===== src/nrd_pkg.sv =====
// Shared types and constants for the NFC response deframer.
package nrd_pkg;

    localparam logic [7:0] PREAMBLE_ZERO  = 8'h00;
    localparam logic [7:0] PREAMBLE_START = 8'hFF;
    localparam logic [7:0] FRAME_ID_RESP  = 8'hD5;
    localparam logic [7:0] TARGET_ERR_MASK = 8'h3F;
    localparam logic [7:0] MIN_FRAME_LEN  = 8'd3;

    localparam logic [7:0] RST_MAX_PAYLOAD_LEN = 8'hFF;
    localparam logic [7:0] RST_RESPONSE_CODE   = 8'h41;

    // configuration register indexes
    localparam logic CFG_MAX_PAYLOAD_LEN = 1'b0;
    localparam logic CFG_RESPONSE_CODE   = 1'b1;

    // frame status codes
    localparam logic [2:0] ST_OK       = 3'd0;
    localparam logic [2:0] ST_PREAMBLE = 3'd1;
    localparam logic [2:0] ST_LCS      = 3'd2;
    localparam logic [2:0] ST_IDENT    = 3'd3;
    localparam logic [2:0] ST_TARGET   = 3'd4;
    localparam logic [2:0] ST_SHORT    = 3'd5;

    typedef struct packed {
        logic [7:0] payload_byte;
        logic       payload_valid;
        logic       frame_end;
        logic [2:0] frame_status;
        logic [5:0] target_error_bits;
    } t_result;

endpackage


===== src/nfc_response_deframer.sv =====
// Top level of the NFC response deframer: config registers, parser, output buffer.
//
// Usage:
//   Input channel (i_valid/o_ready) carries one received frame byte per word,
//   with i_frame_start high on the first byte of each response frame.
//   Output channel (o_valid/i_ready) carries one result word per payload byte,
//   or a single closing word for an empty payload or a failed header check.
//   Header bytes that pass their checks produce no output word.
//   Throughput: one byte per cycle while o_ready is high. Each result word is
//   registered in the output register, or in the skid stage if that one is
//   full and not taken. The parser state machine decides every byte combinationally.
//   Stall: when i_ready is low the output register holds its word and a
//   one-word skid stage absorbs one more result; o_ready drops only while
//   that skid stage is occupied.
//   Config: i_cfg_we writes i_cfg_data to register i_cfg_index
//   (0 max payload length, 1 expected response code) at the clock edge.
//   Reset (synchronous, active low): config returns to 255 and 0x41, the
//   parser idles until a frame start, both buffer stages empty.
module nfc_response_deframer (
    input  logic       i_clk,
    input  logic       i_rst_n,
    input  logic       i_valid,
    output logic       o_ready,
    input  logic [7:0] i_rx_byte,
    input  logic       i_frame_start,
    output logic       o_valid,
    input  logic       i_ready,
    output logic [7:0] o_payload_byte,
    output logic       o_payload_valid,
    output logic       o_frame_end,
    output logic [2:0] o_frame_status,
    output logic [5:0] o_target_error_bits,
    input  logic       i_cfg_we,
    input  logic       i_cfg_index,
    input  logic [7:0] i_cfg_data
);

    logic [7:0]       r_max_payload_len;
    logic [7:0]       r_response_code;
    logic             accept;
    logic             res_valid;
    nrd_pkg::t_result result;
    nrd_pkg::t_result out_result;

    // config registers
    always_ff @(posedge i_clk) begin
        if (!i_rst_n) begin
            r_max_payload_len <= nrd_pkg::RST_MAX_PAYLOAD_LEN;
            r_response_code   <= nrd_pkg::RST_RESPONSE_CODE;
        end else if (i_cfg_we) begin
            unique case (i_cfg_index)
                nrd_pkg::CFG_MAX_PAYLOAD_LEN: r_max_payload_len <= i_cfg_data;
                nrd_pkg::CFG_RESPONSE_CODE:   r_response_code   <= i_cfg_data;
                default: begin
                end
            endcase
        end
    end

    assign accept = i_valid && o_ready;

    nrd_parser u_parser (
        .i_clk             (i_clk),
        .i_rst_n           (i_rst_n),
        .i_accept          (accept),
        .i_rx_byte         (i_rx_byte),
        .i_frame_start     (i_frame_start),
        .i_max_payload_len (r_max_payload_len),
        .i_response_code   (r_response_code),
        .o_res_valid       (res_valid),
        .o_result          (result)
    );

    nrd_outbuf u_outbuf (
        .i_clk      (i_clk),
        .i_rst_n    (i_rst_n),
        .i_push     (res_valid),
        .i_result   (result),
        .o_can_push (o_ready),
        .o_valid    (o_valid),
        .i_ready    (i_ready),
        .o_result   (out_result)
    );

    assign o_payload_byte      = out_result.payload_byte;
    assign o_payload_valid     = out_result.payload_valid;
    assign o_frame_end         = out_result.frame_end;
    assign o_frame_status      = out_result.frame_status;
    assign o_target_error_bits = out_result.target_error_bits;

    a_status_range: assert property (@(posedge i_clk) disable iff (!i_rst_n)
        o_valid |-> (o_frame_status == nrd_pkg::ST_OK || o_frame_end))
        else $error("error status on a word that does not end the frame");

endmodule


===== src/nrd_parser.sv =====
// Byte-position state machine: checks header bytes and forwards payload.
module nrd_parser (
    input  logic            i_clk,
    input  logic            i_rst_n,
    input  logic            i_accept,
    input  logic [7:0]      i_rx_byte,
    input  logic            i_frame_start,
    input  logic [7:0]      i_max_payload_len,
    input  logic [7:0]      i_response_code,
    output logic            o_res_valid,
    output nrd_pkg::t_result o_result
);

    typedef enum logic [9:0] {
        S_IDLE    = 10'b00_0000_0001,
        S_PRE0    = 10'b00_0000_0010,
        S_PRE1    = 10'b00_0000_0100,
        S_PRE2    = 10'b00_0000_1000,
        S_LEN     = 10'b00_0001_0000,
        S_LCS     = 10'b00_0010_0000,
        S_IDENT   = 10'b00_0100_0000,
        S_CODE    = 10'b00_1000_0000,
        S_STATUS  = 10'b01_0000_0000,
        S_PAYLOAD = 10'b10_0000_0000
    } t_state;

    t_state     r_state, n_state, cur_state;
    logic [7:0] r_frame_len, n_frame_len;
    logic [7:0] r_left, n_left;
    logic [7:0] lcs_sum, avail_len, left_dec;
    logic [5:0] terr;

    assign cur_state = i_frame_start ? S_PRE0 : r_state;
    assign lcs_sum   = r_frame_len + i_rx_byte;
    assign avail_len = r_frame_len - nrd_pkg::MIN_FRAME_LEN;
    assign left_dec  = r_left - 8'd1;
    assign terr      = i_rx_byte[5:0] & nrd_pkg::TARGET_ERR_MASK[5:0];

    always_comb begin
        n_state     = r_state;
        n_frame_len = r_frame_len;
        n_left      = r_left;
        o_res_valid = 1'b0;
        o_result    = '{payload_byte: 8'd0, payload_valid: 1'b0, frame_end: 1'b1,
                        frame_status: nrd_pkg::ST_OK, target_error_bits: 6'd0};
        if (i_accept) begin
            unique case (cur_state)
                S_IDLE: begin
                end
                S_PRE0, S_PRE1: begin
                    if (i_rx_byte != nrd_pkg::PREAMBLE_ZERO) begin
                        o_res_valid           = 1'b1;
                        o_result.frame_status = nrd_pkg::ST_PREAMBLE;
                        n_state               = S_IDLE;
                    end else begin
                        n_state = (cur_state == S_PRE0) ? S_PRE1 : S_PRE2;
                    end
                end
                S_PRE2: begin
                    if (i_rx_byte != nrd_pkg::PREAMBLE_START) begin
                        o_res_valid           = 1'b1;
                        o_result.frame_status = nrd_pkg::ST_PREAMBLE;
                        n_state               = S_IDLE;
                    end else begin
                        n_state = S_LEN;
                    end
                end
                S_LEN: begin
                    n_frame_len = i_rx_byte;
                    n_state     = S_LCS;
                end
                S_LCS: begin
                    if (lcs_sum != 8'd0) begin
                        o_res_valid           = 1'b1;
                        o_result.frame_status = nrd_pkg::ST_LCS;
                        n_state               = S_IDLE;
                    end else if (r_frame_len < nrd_pkg::MIN_FRAME_LEN) begin
                        o_res_valid           = 1'b1;
                        o_result.frame_status = nrd_pkg::ST_SHORT;
                        n_state               = S_IDLE;
                    end else begin
                        n_state = S_IDENT;
                    end
                end
                S_IDENT: begin
                    if (i_rx_byte != nrd_pkg::FRAME_ID_RESP) begin
                        o_res_valid           = 1'b1;
                        o_result.frame_status = nrd_pkg::ST_IDENT;
                        n_state               = S_IDLE;
                    end else begin
                        n_state = S_CODE;
                    end
                end
                S_CODE: begin
                    if (i_rx_byte != i_response_code) begin
                        o_res_valid           = 1'b1;
                        o_result.frame_status = nrd_pkg::ST_IDENT;
                        n_state               = S_IDLE;
                    end else begin
                        n_state = S_STATUS;
                    end
                end
                S_STATUS: begin
                    n_left = (avail_len > i_max_payload_len) ? i_max_payload_len
                                                              : avail_len;
                    if (terr != 6'd0) begin
                        o_res_valid                = 1'b1;
                        o_result.frame_status      = nrd_pkg::ST_TARGET;
                        o_result.target_error_bits = terr;
                        n_left                     = r_left;
                        n_state                    = S_IDLE;
                    end else if (n_left == 8'd0) begin
                        // empty payload: one closing word
                        o_res_valid = 1'b1;
                        n_state     = S_IDLE;
                    end else begin
                        n_state = S_PAYLOAD;
                    end
                end
                S_PAYLOAD: begin
                    n_left                 = left_dec;
                    o_res_valid            = 1'b1;
                    o_result.payload_byte  = i_rx_byte;
                    o_result.payload_valid = 1'b1;
                    o_result.frame_end     = (left_dec == 8'd0);
                    if (left_dec == 8'd0) begin
                        n_state = S_IDLE;
                    end
                end
                default: begin
                    n_state = S_IDLE;
                end
            endcase
        end
    end

    always_ff @(posedge i_clk) begin
        if (!i_rst_n) begin
            r_state     <= S_IDLE;
            r_frame_len <= 8'd0;
            r_left      <= 8'd0;
        end else begin
            r_state     <= n_state;
            r_frame_len <= n_frame_len;
            r_left      <= n_left;
        end
    end

    a_idle_hold: assert property (@(posedge i_clk) disable iff (!i_rst_n)
        !i_accept |=> $stable(r_state))
        else $error("parser state moved without an accepted word");

    a_end_idle: assert property (@(posedge i_clk) disable iff (!i_rst_n)
        (o_res_valid && o_result.frame_end) |=> (r_state == S_IDLE))
        else $error("frame ended but parser not idle");

    a_mid_payload: assert property (@(posedge i_clk) disable iff (!i_rst_n)
        (o_res_valid && !o_result.frame_end) |=>
            (r_state == S_PAYLOAD && r_left != 8'd0))
        else $error("payload continues without bytes left");

endmodule


===== src/nrd_outbuf.sv =====
// Result register with a skid stage so input ready is registered and never waits combinationally on the sink.
module nrd_outbuf (
    input  logic             i_clk,
    input  logic             i_rst_n,
    input  logic             i_push,
    input  nrd_pkg::t_result i_result,
    output logic             o_can_push,
    output logic             o_valid,
    input  logic             i_ready,
    output nrd_pkg::t_result o_result
);

    logic             r_out_valid, r_skid_valid;
    nrd_pkg::t_result r_out, r_skid;
    logic             take, load_out, load_skid;

    assign take       = r_out_valid && i_ready;
    assign o_can_push = !r_skid_valid;
    assign o_valid    = r_out_valid;
    assign o_result   = r_out;
    assign load_out   = !r_skid_valid && i_push && (!r_out_valid || take);
    assign load_skid  = !r_skid_valid && i_push && r_out_valid && !take;

    always_ff @(posedge i_clk) begin
        if (!i_rst_n) begin
            r_out_valid  <= 1'b0;
            r_skid_valid <= 1'b0;
        end else if (r_skid_valid) begin
            if (take) begin
                r_skid_valid <= 1'b0;
            end
        end else if (i_push) begin
            r_out_valid  <= 1'b1;
            r_skid_valid <= r_out_valid && !take;
        end else if (take) begin
            r_out_valid <= 1'b0;
        end
    end

    always_ff @(posedge i_clk) begin
        if (r_skid_valid && take) begin
            r_out <= r_skid;
        end else if (load_out) begin
            r_out <= i_result;
        end
        if (load_skid) begin
            r_skid <= i_result;
        end
    end

    a_skid_needs_out: assert property (@(posedge i_clk) disable iff (!i_rst_n)
        r_skid_valid |-> r_out_valid)
        else $error("skid word held with empty output register");

    a_push_lands: assert property (@(posedge i_clk) disable iff (!i_rst_n)
        (i_push && o_can_push && !r_out_valid) |=> (r_out_valid && !r_skid_valid))
        else $error("word pushed into empty buffer did not land in output");

endmodule

===== config.mk =====
export PLATFORM = sky130hd
export DESIGN_NAME = nfc_response_deframer
export DESIGN_NICKNAME = d
export VERILOG_FILES = /design/src/nrd_pkg.sv /design/src/nfc_response_deframer.sv /design/src/nrd_parser.sv /design/src/nrd_outbuf.sv
export SDC_FILE = /design/constraint.sdc
export NUM_CORES = 1
export LEC_CHECK = 0
export ABC_AREA = 1
export BUFFER_PORTS_ARGS = -buffer_cell sky130_fd_sc_hd__buf_2
export CAP_MARGIN = 20
export CORE_UTILIZATION = 54
export CTS_CLUSTER_SIZE = 20
export DETAILED_ROUTE_END_ITERATION = 16
export PLACE_DENSITY = 0.74
export SLEW_MARGIN = 30
export SYNTH_ARGS = -nofsm -noshare
export SYNTH_HDL_FRONTEND = slang
export SYNTH_SLANG_ARGS = --single-unit

===== constraint.sdc =====
create_clock -name i_clk -period 4.35 [get_ports i_clk]
set_clock_uncertainty 0.2 [all_clocks]
set_input_delay 0.2175 -clock i_clk [delete_from_list [all_inputs] [get_ports i_clk]]
set_output_delay 0.2175 -clock i_clk [all_outputs]
set_load 0.02 [all_outputs]

# Yosys cells after proc, flatten, opt, wreduce, memory -nomap -nowiden
# Cells that the tools add are included.
[totals]
latchBits = 0
output_inout_bits = 21
in_bits = 23
register_bits = 82
ram_bits = 0
wordCells = 110
mem_count = 0
romBits = 0
[op_classes]
n_mul = 0
shifts = 0
reduce_logical = 27
magnitude_cmp = 2
mux = 43
div = 0
eq_ne = 15
addsub = 3
bitwise = 3
[ops]
columns = ["op", "count"]
rows = [
  ["10-bit one-hot mux with 9 select lines", 1],
  ["10-bit two-way mux", 7],
  ["19-bit two-way mux", 3],
  ["8-bit two-way mux", 3],
  ["9-bit two-way mux", 2],
  ["3-bit one-hot mux with 6 select lines", 1],
  ["8-bit zero test", 2],
  ["1-bit two-way mux", 16],
  ["8-bit inequality test (second input constant)", 2],
  ["8-bit one-hot mux with 2 select lines", 1],
  ["8-bit nonzero test", 2],
  ["10-bit by 1-bit == test with 1-bit output (second input constant)", 1],
  ["10-bit == test (second input constant)", 1],
  ["10-bit by 2-bit == test with 1-bit output (second input constant)", 1],
  ["10-bit by 3-bit == test with 1-bit output (second input constant)", 1],
  ["10-bit by 4-bit == test with 1-bit output (second input constant)", 1],
  ["10-bit by 5-bit == test with 1-bit output (second input constant)", 1],
  ["10-bit by 6-bit == test with 1-bit output (second input constant)", 1],
  ["10-bit by 7-bit == test with 1-bit output (second input constant)", 1],
  ["10-bit by 8-bit == test with 1-bit output (second input constant)", 1],
  ["10-bit by 9-bit == test with 1-bit output (second input constant)", 1],
  ["8-bit adder", 1],
  ["8-bit greater-than comparator", 1],
  ["1-bit logical AND", 8],
  ["other kinds (21)", 33],
]

# Longest topological paths before layout
# Gate-level depths: netlist (run 1).
[logic_depth]
word_depth = 12
mapped_depth = 24

# Hierarchy
# From an unflattened synthesis (run 1), not the netlist that was laid out.
[unflattened]
cells_unflattened = 636
hier_area_um2 = 4819.6
[by_module_without_submodules]
columns = ["module", "cells_each", "seq_area_each_um2", "area_per_inst_um2", "n_inst"]
rows = [
  ["nrd_parser", 430, 500.5, 2612.5, 1],
  ["nrd_outbuf", 121, 1181.1, 1589.0, 1],
  ["nfc_response_deframer", 85, 320.3, 618.1, 1],
]

# Least setup slack after synthesis (run 1)
# No wires, ideal clock.
[synth_timing]
path_type = "flip-flop to flip-flop"
startpoint = "register u_parser.r_frame_len[0]"
endpoint = "register u_outbuf.r_out, in the netlist u_outbuf.o_result[0], enable pin"
path_slack_ns = -0.299
arrival_ns = 4.028
setup_ns = 0.421
stages_incl_launch_ff = 21
path_cell_list = "dfxtp_1 -> ha_1 -> nor3_1 -> nand2_1 -> xor2_1 -> inv_1 -> ha_1 -> nand2_1 -> nor2_1 -> nand4_1 -> nand2_1 -> nand2_1 -> nand2_1 -> nand2_1 -> nor2_1 -> nand2_1 -> nand2_1 -> nand2_1 -> nand3_1 -> nand2_1 -> o21ai_0"
[synth_between]
elab_chain_cells = 11
word_cells_on_any_way = 16
cone_classes = "add/sub: 2; order compare: 2; mux: 7; reduce/logical: 5"
[synth_lines]
columns = ["item", "line_no", "rtl"]
rows = [
  ["start, declared", "nrd_parser.sv:28", "logic [7:0] r_frame_len, n_frame_len;"],
  ["start signal, assigned", "nrd_parser.sv:144", "r_frame_len <= n_frame_len;"],
  ["8-bit by 2-bit subtractor with 8-bit output", "nrd_parser.sv:35", "assign avail_len = r_frame_len - nrd_pkg::MIN_FRAME_LEN;"],
  ["8-bit greater-than comparator", "nrd_parser.sv:104", "n_left = (avail_len > i_max_payload_len) ? i_max_payload_len"],
  ["8-bit two-way mux", "nrd_parser.sv:104", ""],
  ["8-bit zero test", "nrd_parser.sv:112", "end else if (n_left == 8'd0) begin"],
  ["1-bit two-way mux", "nrd_parser.sv:112", ""],
  ["1-bit two-way mux", "nrd_parser.sv:106", "if (terr != 6'd0) begin"],
  ["1-bit one-hot mux with 7 select lines (*)", "nrd_parser.sv:47", "unique case (cur_state)"],
  ["1-bit two-way mux (*)", "nrd_parser.sv:46", "if (i_accept) begin"],
  ["1-bit logical AND (*) (2 in a row)", "nrd_outbuf.sv:21", "assign load_out = !r_skid_valid && i_push && (!r_out_valid || take);"],
  ["2-bit nonzero test (no source line) (*)", "n/a", ""],
  ["end signal, assigned", "nrd_outbuf.sv:42", "r_out <= r_skid;"],
  ["end signal, assigned", "nrd_outbuf.sv:44", "r_out <= i_result;"],
  ["end, declared", "nrd_outbuf.sv:14", "nrd_pkg::t_result r_out, r_skid;"],
]
# Every way passes the cells marked *; elsewhere a longest branch is shown, timed or not.
# A chain may end at the register's enable or synchronous reset.

# Final worst setup path (run 1)
[layout_timing]
startpoint = "register u_parser.r_frame_len[0]"
endpoint = "register u_outbuf.r_out, in the netlist u_outbuf.o_result[5], enable pin"
# Same word-level chain as after synthesis.

==> impl_metrics.tcl, run 1 <==
set metrics [dict create \
    fin_area_um2 5170 \
    p_seq_share_pct 52.5 \
    fin_crit_sh_pct 91.3 \
    area.growth.synth_to_final_pct 12.6 \
    worstPathRequired_ns 4.20 \
    drv_cap 0 \
    dp_hpwl_um 7680 \
    synth-edff-count 38 \
    worst_pin_slew_ns 0.856 \
    r2r_cells 21 \
    fmax_ghz 0.252 \
    fin_nets 689 \
    avgViaCountPerCell 5.39 \
    ir_worst_vdd_v 0.000165 \
    path_cells "ha_1 > nor3_2 > nand2_1 > xor2_1 > inv_1 > ha_1 > nand2_1 > nor2_1 > nand4_1 > nand2_2 > nand2_1 > nand2_1 > nand2_1 > nor2_1 > nand2_1 > nand2_1 > nand2_1 > nand3_1 > nand2_1 > o21ai_1 > buf_4" \
    ys_async_sr_fraction_pct 0 \
    placed_area_um2 4870 \
    startpoint_type "register" \
    synth_seq_cells 81 \
    synth_top_area_share_pct 24.9 \
    cp_num_buf_inv 2 \
    vias 4079 \
    intPower_mw 1.12 \
    antenna_found_initial 0 \
    synth-main-ff-cell "dfxtp_1" \
    clkPwrFrac_pct 34.2 \
    final_cells 757 \
    h-tree-depth 3 \
    gp_congestion 0.971 \
    ioPinCount 44 \
    initial_core_util_pct 55.9 \
    syn_area_um2 4590 \
    globalRouteTotalUtil_pct 25.1 \
    yosysWarnings 0 \
    dr.pass1.iters 5 \
    crit_path_top_delay_cell "dfxtp_1" \
    portBuffers 43 \
    layout_setup_ws_ns 0.380 \
    critPathMostFrequentCell "nand2_1" \
    power_frac_comb_pct 13.3 \
    cp.depth 21 \
    dieWidth_um 94.2 \
    ys_seq_area_share_pct 43.6 \
    clk_pin_slew_worst_paths_ns 0.10 \
    synth_top_cell_by_area "edfxtp_1" \
    grt_max_degree 35 \
    drc 0 \
    wirelength_um 10400 \
    holdPathStages 3 \
    cts_made_buffers 9 \
    worstPathArrival_ns 3.82 \
    synth_cells 595 \
    swShare_pct 29.7 \
    power_leakage_nw 2.32 \
    globalRouteOverflowTotal 0 \
    min_path_type "primary input to register" \
    die_h_um 94.2 \
    insertion_delay_ns 0.36 \
    grt_pass1_vias 3824 \
    syn_nets 637 \
    cts_tree "done" \
    clockBufferDepth 2 \
    crit_type "register to register" \
    worst_setup_path_end_kind "register" \
    slew_headroom_pct 42.8 \
    row_count 33 \
    fp.dieArea_um2 8870 \
    path_max_fanout 19 \
    p_switching_uw 473 \
    placed_cells 731 \
    ant_nets 0 \
    setup_viol 0 \
    synth_cell_types 38 \
    syn_avg_cell_area_um2 7.72 \
    core_area_um2 8220 \
    detail_route.wl_per_cell_um 13.8 \
    hold_violations 0 \
    maxSlewViolCount 0 \
    run_status "finished clean" \
    cp_top_family "simple AND/OR/NAND/NOR gates" \
    preCtsSetupSlack_ns 0.316 \
    root_buffer "clkbuf_8" \
    grt_pass1_wl_um 17300 \
    drt-initial-drc-count 231 \
    setup-tns-final_ns 0 \
    diodes 0 \
    drive_gt1_share_pct 12.7 \
    cts_sinks 81 \
    synth.area.top_cells "edfxtp_1 25%, dfxtp_1 19%, nand2_1 11%, inv_1 6.7%, nor2_1 5.2%" \
    holdWs_ns 0.00834 \
    power_density_nw_per_um2 308 \
    min_period_ns 3.97 \
    slowest_delay_ns 0.39 \
]
path summary, 6_finish.rpt:
path | from | end | slack [ns]
hold reg to reg | r_response_code[3]$_SDFFE_PN0P_ | r_response_code[3]$_SDFFE_PN0P_ | 0.28
hold / removal | i_rx_byte[2] | u_parser.r_frame_len[2]$_SDFFE_PN0P_ | 0.008
setup reg to reg | u_parser.r_frame_len[0]$_SDFFE_PN0P_ | u_outbuf.o_result[5]$_DFFE_PP_ | 0.38
setup / recovery | u_parser.r_frame_len[0]$_SDFFE_PN0P_ | u_outbuf.o_result[5]$_DFFE_PP_ | 0.38
synth_stat cells (2+ instances only):
cell type    n
a211oi_1     6
nor4_1       4
dfxtp_1     43
or2_2        4
xor2_1      13
nand4_1     10
nor2_1      64
o21ai_0     36
nor3_1      13
nand2_1    134
a21oi_1     25
nor2_4       2
nand3_1     39
o21bai_1     2
edfxtp_1    38
o21ai_1      5
buf_6        4
nand2_2      3
clkbuf_1     9
a31oi_1     10
xnor2_1      5
inv_2        4
inv_1       82
o211ai_1     9
ha_1        18
registers in the layout (all words and copies together), names as in the netlist, 8 cells and up:
name                  flops
u_outbuf.o_result        19
u_parser.r_left           8
r_max_payload_len         8
u_parser.r_state          9
u_parser.r_frame_len      8
u_outbuf.r_skid          19
r_response_code           8
cell type report:
class                      instances  area [um^2]
fill                             712         3050
multi-input combinational        412         2180
sequential                        81         2000
inverter                          88          333
timing repair buffer              55          328
tap                              105          131
clock buffer                       9          124
clock inverter                     7         68.8
worst register-to-register path: stages (launching register included):
cell,delay (ns)
dfxtp_1,0.39
ha_1,0.26
nor3_2,0.17
nand2_1,0.12
xor2_1,0.23
inv_1,0.08
ha_1,0.28
nand2_1,0.07
nor2_1,0.14
nand4_1,0.30
nand2_2,0.24
nand2_1,0.10
nand2_1,0.07
nand2_1,0.05
nor2_1,0.12
nand2_1,0.10
nand2_1,0.07
nand2_1,0.06
nand3_1,0.14
nand2_1,0.09
o21ai_1,0.13
buf_4,0.26
stage by stage:
step	utilization [%]	power [mW]
CTS	62.7	1.59
floorplan	-	0.995
global placement	59.3	1.05
detailed placement	59.3	1.05
finish	62.9	1.59
global route	62.9	1.65
power by group through the flow:
stage | clock [mW] | sequential [mW] | combinational [mW]
after floorplan | 0 | 0.861 | 0.133
after global placement | 0 | 0.851 | 0.195
after CTS | 0.544 | 0.835 | 0.207
final | 0.543 | 0.835 | 0.212
after global routing | 0.570 | 0.838 | 0.237
after detailed placement | 0 | 0.852 | 0.200
layer usage:
layer	up-vias	wire length (um)	global-route usage (%)
met1	1859	4780	32.2
met5	-	0	0
met3	22	474	2.91
li1	2074	-	-
met2	124	4850	41.4
met4	0	320	12.9
repair_timing:
action,in CTS,in global routing
setup endpoints to repair,0,38
hold buffers,9,0
hold endpoints to repair,16,0
gates resized for setup,0,2
buffers inserted,0,1
cells by family after synthesis:
group                      count (synthesis)  share of synthesized area [%]
AOI/OAI and AO/OA                         98                           12.2
DFF                                       81                           43.6
and+or+nand+nor                          277                           26.4
xor gates and xnor gates                  18                           3.43
adders and majority gates                 19                           5.34
buffers and inverters                    102                           9.05
layout by cell type (no fill, tap or decap), drive strengths merged, types with 5 or more instances in the layout:
cell type | synthesis | final
edfxtp | 38 | 38
nand2 | 137 | 137
a211oi | 6 | 6
nand3 | 40 | 40
nor3 | 13 | 13
o211ai | 9 | 9
clkbuf | 9 | 9
dfxtp | 43 | 43
xor2 | 13 | 13
buf | 5 | 46
dlygate4sd3 | 0 | 9
xnor2 | 5 | 5
a31oi | 10 | 10
inv | 87 | 92
o21ai | 42 | 42
nor2 | 67 | 67
ha | 18 | 18
nor4 | 5 | 5
a21oi | 25 | 25
nand4 | 10 | 10
Note: power is estimated with default switching activity, not from simulation.
==> run 2, diff against run 1 <==
Settings changed: PLACE_DENSITY 0.74 to 0.73, SYNTH_HIERARCHICAL from default to 1.
==> run 2 against run 1 <==
Register-to-register slack better by 0.12 ns; cell count up 6.1%; synthesized cell count grew 6.9%; sequential share of layout area fell by 1.7 points; critical path type unchanged; largest cell class unchanged; largest power group unchanged.
==> impl_metrics.tcl, run 2 <==
set metrics [dict create \
    crit_type "register to register" \
    worstPathRequired_ns 4.18 \
    synth_cells 636 \
    synth_seq_cells 81 \
    ant_nets 0 \
    cp_num_buf_inv 4 \
    setup_viol 0 \
    portBuffers 43 \
    row_count 34 \
    area.growth.synth_to_final_pct 12.2 \
    run_status "finished clean" \
    yosysWarnings 6 \
    drv_cap 0 \
    grt_pass1_vias 3993 \
    syn_avg_cell_area_um2 7.58 \
    dr.pass1.iters 5 \
    final_cell_mix "140 x nand2_1, 99 x inv_1, 65 x nor2_1" \
    grt_pass1_wl_um 17600 \
    dp_hpwl_um 8150 \
    gp_congestion 0.894 \
    hold_violations 0 \
    worst_pin_slew_ns 0.702 \
    die_h_um 96.5 \
    insertion_delay_ns 0.34 \
    fillers 772 \
    min_path_type "primary input to register" \
    initial_core_util_pct 55.5 \
    fin_nets 732 \
    antenna_found_initial 0 \
    syn_nets 678 \
    diodes 0 \
    cts_made_buffers 9 \
    synth_most_common_cell "nand2_1" \
    synth-edff-count 38 \
    syn_area_um2 4820 \
    r2r_setup_slack_ns 0.50 \
    synth_cell_types 39 \
    p_total_mw 1.61 \
    fin_crit_sh_pct 88.5 \
    grt_max_degree 39 \
    root_buffer "clkbuf_8" \
    cp_top_family "simple AND/OR/NAND/NOR gates" \
    min_from "i_rx_byte[6]" \
    slowest_delay_ns 0.39 \
    cts_tree "done" \
    min_to "u_parser/r_frame_len[6]$_SDFFE_PN0P_" \
    dieWidth_um 96.5 \
    setup-tns-final_ns 0 \
    wirelength_um 10600 \
    worst_setup_path_end_kind "register" \
    r2r_cells 26 \
    avgViaCountPerCell 5.30 \
    slew_headroom_pct 53.1 \
    path_max_fanout 19 \
    core_area_um2 8680 \
    drt-initial-drc-count 208 \
    critPathMostFrequentCell "nand2_1" \
    vias 4259 \
    globalRouteTotalUtil_pct 24.5 \
    postCtsSetupBuffers 0 \
    fmax_ghz 0.260 \
    cts_sinks 81 \
    maxSlewViolCount 0 \
    power_leakage_nw 2.61 \
    critPathLaunch "u_parser/r_frame_len[0]$_SDFFE_PN0P_" \
    clockBufferDepth 2 \
    globalRouteOverflowTotal 0 \
    crit_path_top_delay_cell "dfxtp_1" \
    synthTopCellsByCount "141 x nand2_1, 99 x inv_1, 65 x nor2_1, 57 x nand3_1, 43 x dfxtp_1" \
    startpoint_type "register" \
    worstPathArrival_ns 3.68 \
    holdWs_ns 0.0418 \
    synth_top_cell_by_area "edfxtp_1" \
    ir_worst_vdd_v 0.000187 \
    drc 0 \
    ioPinCount 44 \
    detail_route.wl_per_cell_um 13.2 \
    ys_async_sr_fraction_pct 0 \
    final_common_cell "nand2_1" \
    holdPathStages 3 \
    timing.rr.start "u_parser/r_frame_len[0]$_SDFFE_PN0P_" \
    clk_pin_slew_worst_paths_ns 0.08 \
    synth_top_area_share_pct 23.7 \
    rr_endpoint "u_outbuf/r_skid[10]$_DFFE_PP_" \
    h-tree-depth 3 \
    ys_seq_area_share_pct 41.5 \
    drive_gt1_share_pct 12.9 \
    synth-main-ff-cell "dfxtp_1" \
    rsz0062_at_grt "false" \
    min_period_ns 3.85 \
    power_density_nw_per_um2 297 \
    synth.area.top_cells "edfxtp_1 24%, dfxtp_1 18%, nand2_1 11%, inv_1 7.7%, nand3_1 5.9%" \
    fp.dieArea_um2 9310 \
]
-- run 2: tightest hold or removal path, stage by stage --
cell	delay, ns
buf_2	0.16
nor2_1	0.11
a211oi_1	0.05
-- run 2: cell type report --
cell class / count / area, um^2 / area share (%)
tap: 108 / 135 / 2.50
sequential: 81 / 2000 / 37.0
multi-input combinational: 439 / 2330 / 43.1
clock inverter: 6 / 82.6 / 1.53
timing repair buffer: 57 / 348 / 6.43
inverter: 102 / 383 / 7.08
clock buffer: 10 / 128 / 2.36
-- run 2: cells by family after synthesis --
| group | count (synthesis) | share of synthesized area, % |
|---|---|---|
| XOR/XNOR | 22 | 4.00 |
| AND/OR/NAND/NOR | 312 | 28.8 |
| adder cells (fa/ha/maj) | 19 | 5.09 |
| buffers and inverters | 116 | 10.3 |
| flip-flops | 81 | 41.5 |
| AO/OA/AOI/OAI | 86 | 10.4 |
-- run 2: report_power, final --
group	switching (mW)	internal, mW
Clock	0.261	0.319
Combinational	0.131	0.0678
Sequential	0.0139	0.815
Total	0.406	1.20
-- run 2: repair_timing --
| action | 4_1_cts | 5_1_grt |
|---|---|---|
| resized for setup | 0 | 2 |
| hold buffers | 11 | 0 |
| endpoints found under the hold margin | 17 | 0 |
| setup endpoints to repair | 0 | 38 |
-- run 2: how the worst max path moves through the flow --
stage	slack, ns	cells past startpoint	end
after floorplan	0.02	22	u_outbuf/o_result[0]$_DFFE_PP_
after global placement	0.50	26	u_outbuf/r_skid[17]$_DFFE_PP_
after detailed placement	0.36	26	u_outbuf/r_skid[16]$_DFFE_PP_
after CTS	0.33	26	u_outbuf/r_skid[10]$_DFFE_PP_
after global routing	0.04	24	u_outbuf/o_result[6]$_DFFE_PP_
final	0.50	26	u_outbuf/r_skid[10]$_DFFE_PP_
-- run 2: stage by stage --
step                      instance area [um^2]  worst slack (ns)  utilization, %  instances
after floorplan                           4820            0.0244               -        636
after global placement                    5080             0.500            58.5        776
final                                     5410             0.502            62.3        803
after detailed placement                  5080             0.360            58.5        776
after CTS                                 5400             0.329            62.2        803
after global routing                      5410            0.0366            62.3        803
-- run 2: routing by layer --
| metal | vias to the layer above | routed length (um) | track usage (%) |
|---|---|---|---|
| met3 | 25 | 399 | 3.76 |
| met5 | - | 0 | 0 |
| met1 | 1947 | 4620 | 29.0 |
| met4 | 0 | 291 | 11.9 |
| li1 | 2192 | - | - |
| met2 | 95 | 5330 | 43.1 |
==> run 3, diff against run 2 <==
Settings changed: CORE_ASPECT_RATIO from default to 1.75, CORE_MARGIN from default to 1.5.
==> run 3 against run 2 <==
Non-clock buffer count decreased by 1; final area increased by 1.9%; die area increased by 2.3%; critical path depth unchanged; via count increased by 4.0%; maximum frequency decreased by 1.2%; worst setup slack got worse by 0.048 ns; largest cell class unchanged.
==> impl_metrics.tcl, run 3 (synthesized netlist as in run 2, its figures left out) <==
set metrics [dict create \
    postCtsSetupBuffers 0 \
    fin_crit_sh_pct 89.6 \
    r2r_setup_slack_ns 0.45 \
    grt_max_degree 39 \
    fp.dieArea_um2 9520 \
    grt_pass1_vias 4311 \
    min_from "i_ready" \
    rr_endpoint "u_outbuf/r_skid[17]$_DFFE_PP_" \
    detail_route.wl_per_cell_um 14.0 \
    cts_made_buffers 9 \
    initial_core_util_pct 55.6 \
    root_buffer "clkbuf_16" \
    dieWidth_um 74.4 \
    ir_worst_vdd_v 0.000235 \
    drv_cap 0 \
    r2r_cells 26 \
    ioPinCount 44 \
    cts_sinks 81 \
    critPathMostFrequentCell "nand2_1" \
    final_cells 811 \
    globalRouteTotalUtil_pct 25.5 \
    slew_headroom_pct 51.6 \
    final_common_cell "nand2_1" \
    maxSlewViolCount 0 \
    crit_type "register to register" \
    globalRouteOverflowTotal 0 \
    rsz0062_at_grt "false" \
    insertion_delay_ns 0.34 \
    cts_tree "done" \
    gp_congestion 0.991 \
    core_area_um2 8670 \
    top_layer "met4" \
    postLayoutCoreUtil_pct 63.5 \
    drive_gt1_share_pct 13.1 \
    avgViaCountPerCell 5.46 \
    crit_path_top_delay_cell "dfxtp_1" \
    diodes 0 \
    row_count 45 \
    preCtsSetupSlack_ns 0.307 \
    run_status "finished clean" \
    antenna_found_initial 0 \
    fin_area_um2 5510 \
    die_h_um 128 \
    worst_pin_slew_ns 0.725 \
    slowest_delay_ns 0.38 \
    hold_violations 0 \
    clockBufferDepth 2 \
    setup-tns-final_ns 0 \
    setup_viol 0 \
    min_to "u_outbuf/r_skid_valid$_SDFF_PN0_" \
    final_cell_mix "140 x nand2_1, 99 x inv_1, 65 x nor2_1" \
    placed_cells 785 \
    grt_pass1_wl_um 18500 \
    h-tree-depth 3 \
    vias 4428 \
    ant_nets 0 \
    dp_hpwl_um 8700 \
    min_period_ns 3.90 \
    multi_input_area_um2 2330 \
    wl_met1_um 4120 \
    area.growth.synth_to_final_pct 14.3 \
    p_total_mw 1.79 \
    path_max_fanout 19 \
    min_path_type "primary input to register" \
    drt-initial-drc-count 228 \
    portBuffers 43 \
    fin_nets 731 \
    holdWs_ns 0.0228 \
    placed_area_um2 5100 \
    fmax_ghz 0.257 \
    startpoint_type "register" \
    wirelength_um 11400 \
    worstPathRequired_ns 4.18 \
    power_leakage_nw 2.65 \
    layout_setup_ws_ns 0.454 \
    holdPathStages 4 \
    fillers 806 \
    timing.rr.start "u_parser/r_frame_len[0]$_SDFFE_PN0P_" \
    power_density_nw_per_um2 326 \
    wl_met2_um 6140 \
    drc 0 \
    clk_pin_slew_worst_paths_ns 0.06 \
    wl_met3_um 396 \
    worstPathArrival_ns 3.72 \
    dr.pass1.iters 6 \
    worst_setup_path_end_kind "register" \
    seq_area_um2 2000 \
]
run 3: changes by cell type in the layout (fill, tap and decap cells not counted), sizes merged:
| cell | previous run | this run |
|---|---|---|
| clkinvlp | 4 | 2 |
| bufinv | 2 | 1 |
| clkinv | 0 | 2 |
| dlygate4sd3 | 11 | 10 |
| inv | 102 | 103 |
run 3: power by group:
group	leakage, nW	total, mW	internal [mW]	switching, mW
clock network	0.143	0.761	0.461	0.301
logic	1.84	0.203	0.0673	0.136
registers	0.673	0.831	0.816	0.0143
total	2.65	1.79	1.34	0.450
run 3: worst max-delay path by stage:
stage / from / endpoint / slack [ns] / cells after the start
after floorplan: u_parser/r_frame_len[0]$_SDFFE_PN0P_ / u_outbuf/o_result[0]$_DFFE_PP_ / 0.02 / 22
after global routing: u_parser/r_frame_len[0]$_SDFFE_PN0P_ / u_outbuf/r_skid[10]$_DFFE_PP_ / 0.04 / 26
after global placement: u_parser/r_frame_len[0]$_SDFFE_PN0P_ / u_outbuf/r_skid[17]$_DFFE_PP_ / 0.51 / 26
after CTS: u_parser/r_frame_len[0]$_SDFFE_PN0P_ / u_outbuf/r_skid[11]$_DFFE_PP_ / 0.27 / 26
after detailed placement: u_parser/r_frame_len[0]$_SDFFE_PN0P_ / u_outbuf/r_skid[16]$_DFFE_PP_ / 0.31 / 26
final: u_parser/r_frame_len[0]$_SDFFE_PN0P_ / u_outbuf/r_skid[17]$_DFFE_PP_ / 0.45 / 26
run 3: area by class of cell:
class | count | share of cell area, %
well taps | 117 | 2.66
inverters | 102 | 6.95
repair buffers | 56 | 6.13
clock buffers | 10 | 4.34
multi-input cells | 439 | 42.4
clock inverters | 6 | 1.20
flip-flops and latches | 81 | 36.3
run 3: worst max-delay path, delay by kind of cell (launching register included):
family          cells  cell delay (ns)
xor+xnor            1             0.19
fa+ha+maj           2             0.54
buf+inv             4             0.42
simple gates       18             1.78
flops               1             0.38
compound gates      1             0.04
run 3: metal layers:
| layer | up-vias | track usage (%) |
|---|---|---|
| li1 | 2194 | - |
| met1 | 2056 | 24.3 |
| met2 | 121 | 45.9 |
| met3 | 57 | 5.50 |
| met4 | 0 | 18.5 |
| met5 | - | 0 |
run 3: timing repair:
action                     in CTS  in global routing
setup endpoints to repair       0                 38
gates resized for setup         0                  2
hold buffers                   10                  0
hold endpoints to repair       16                  0
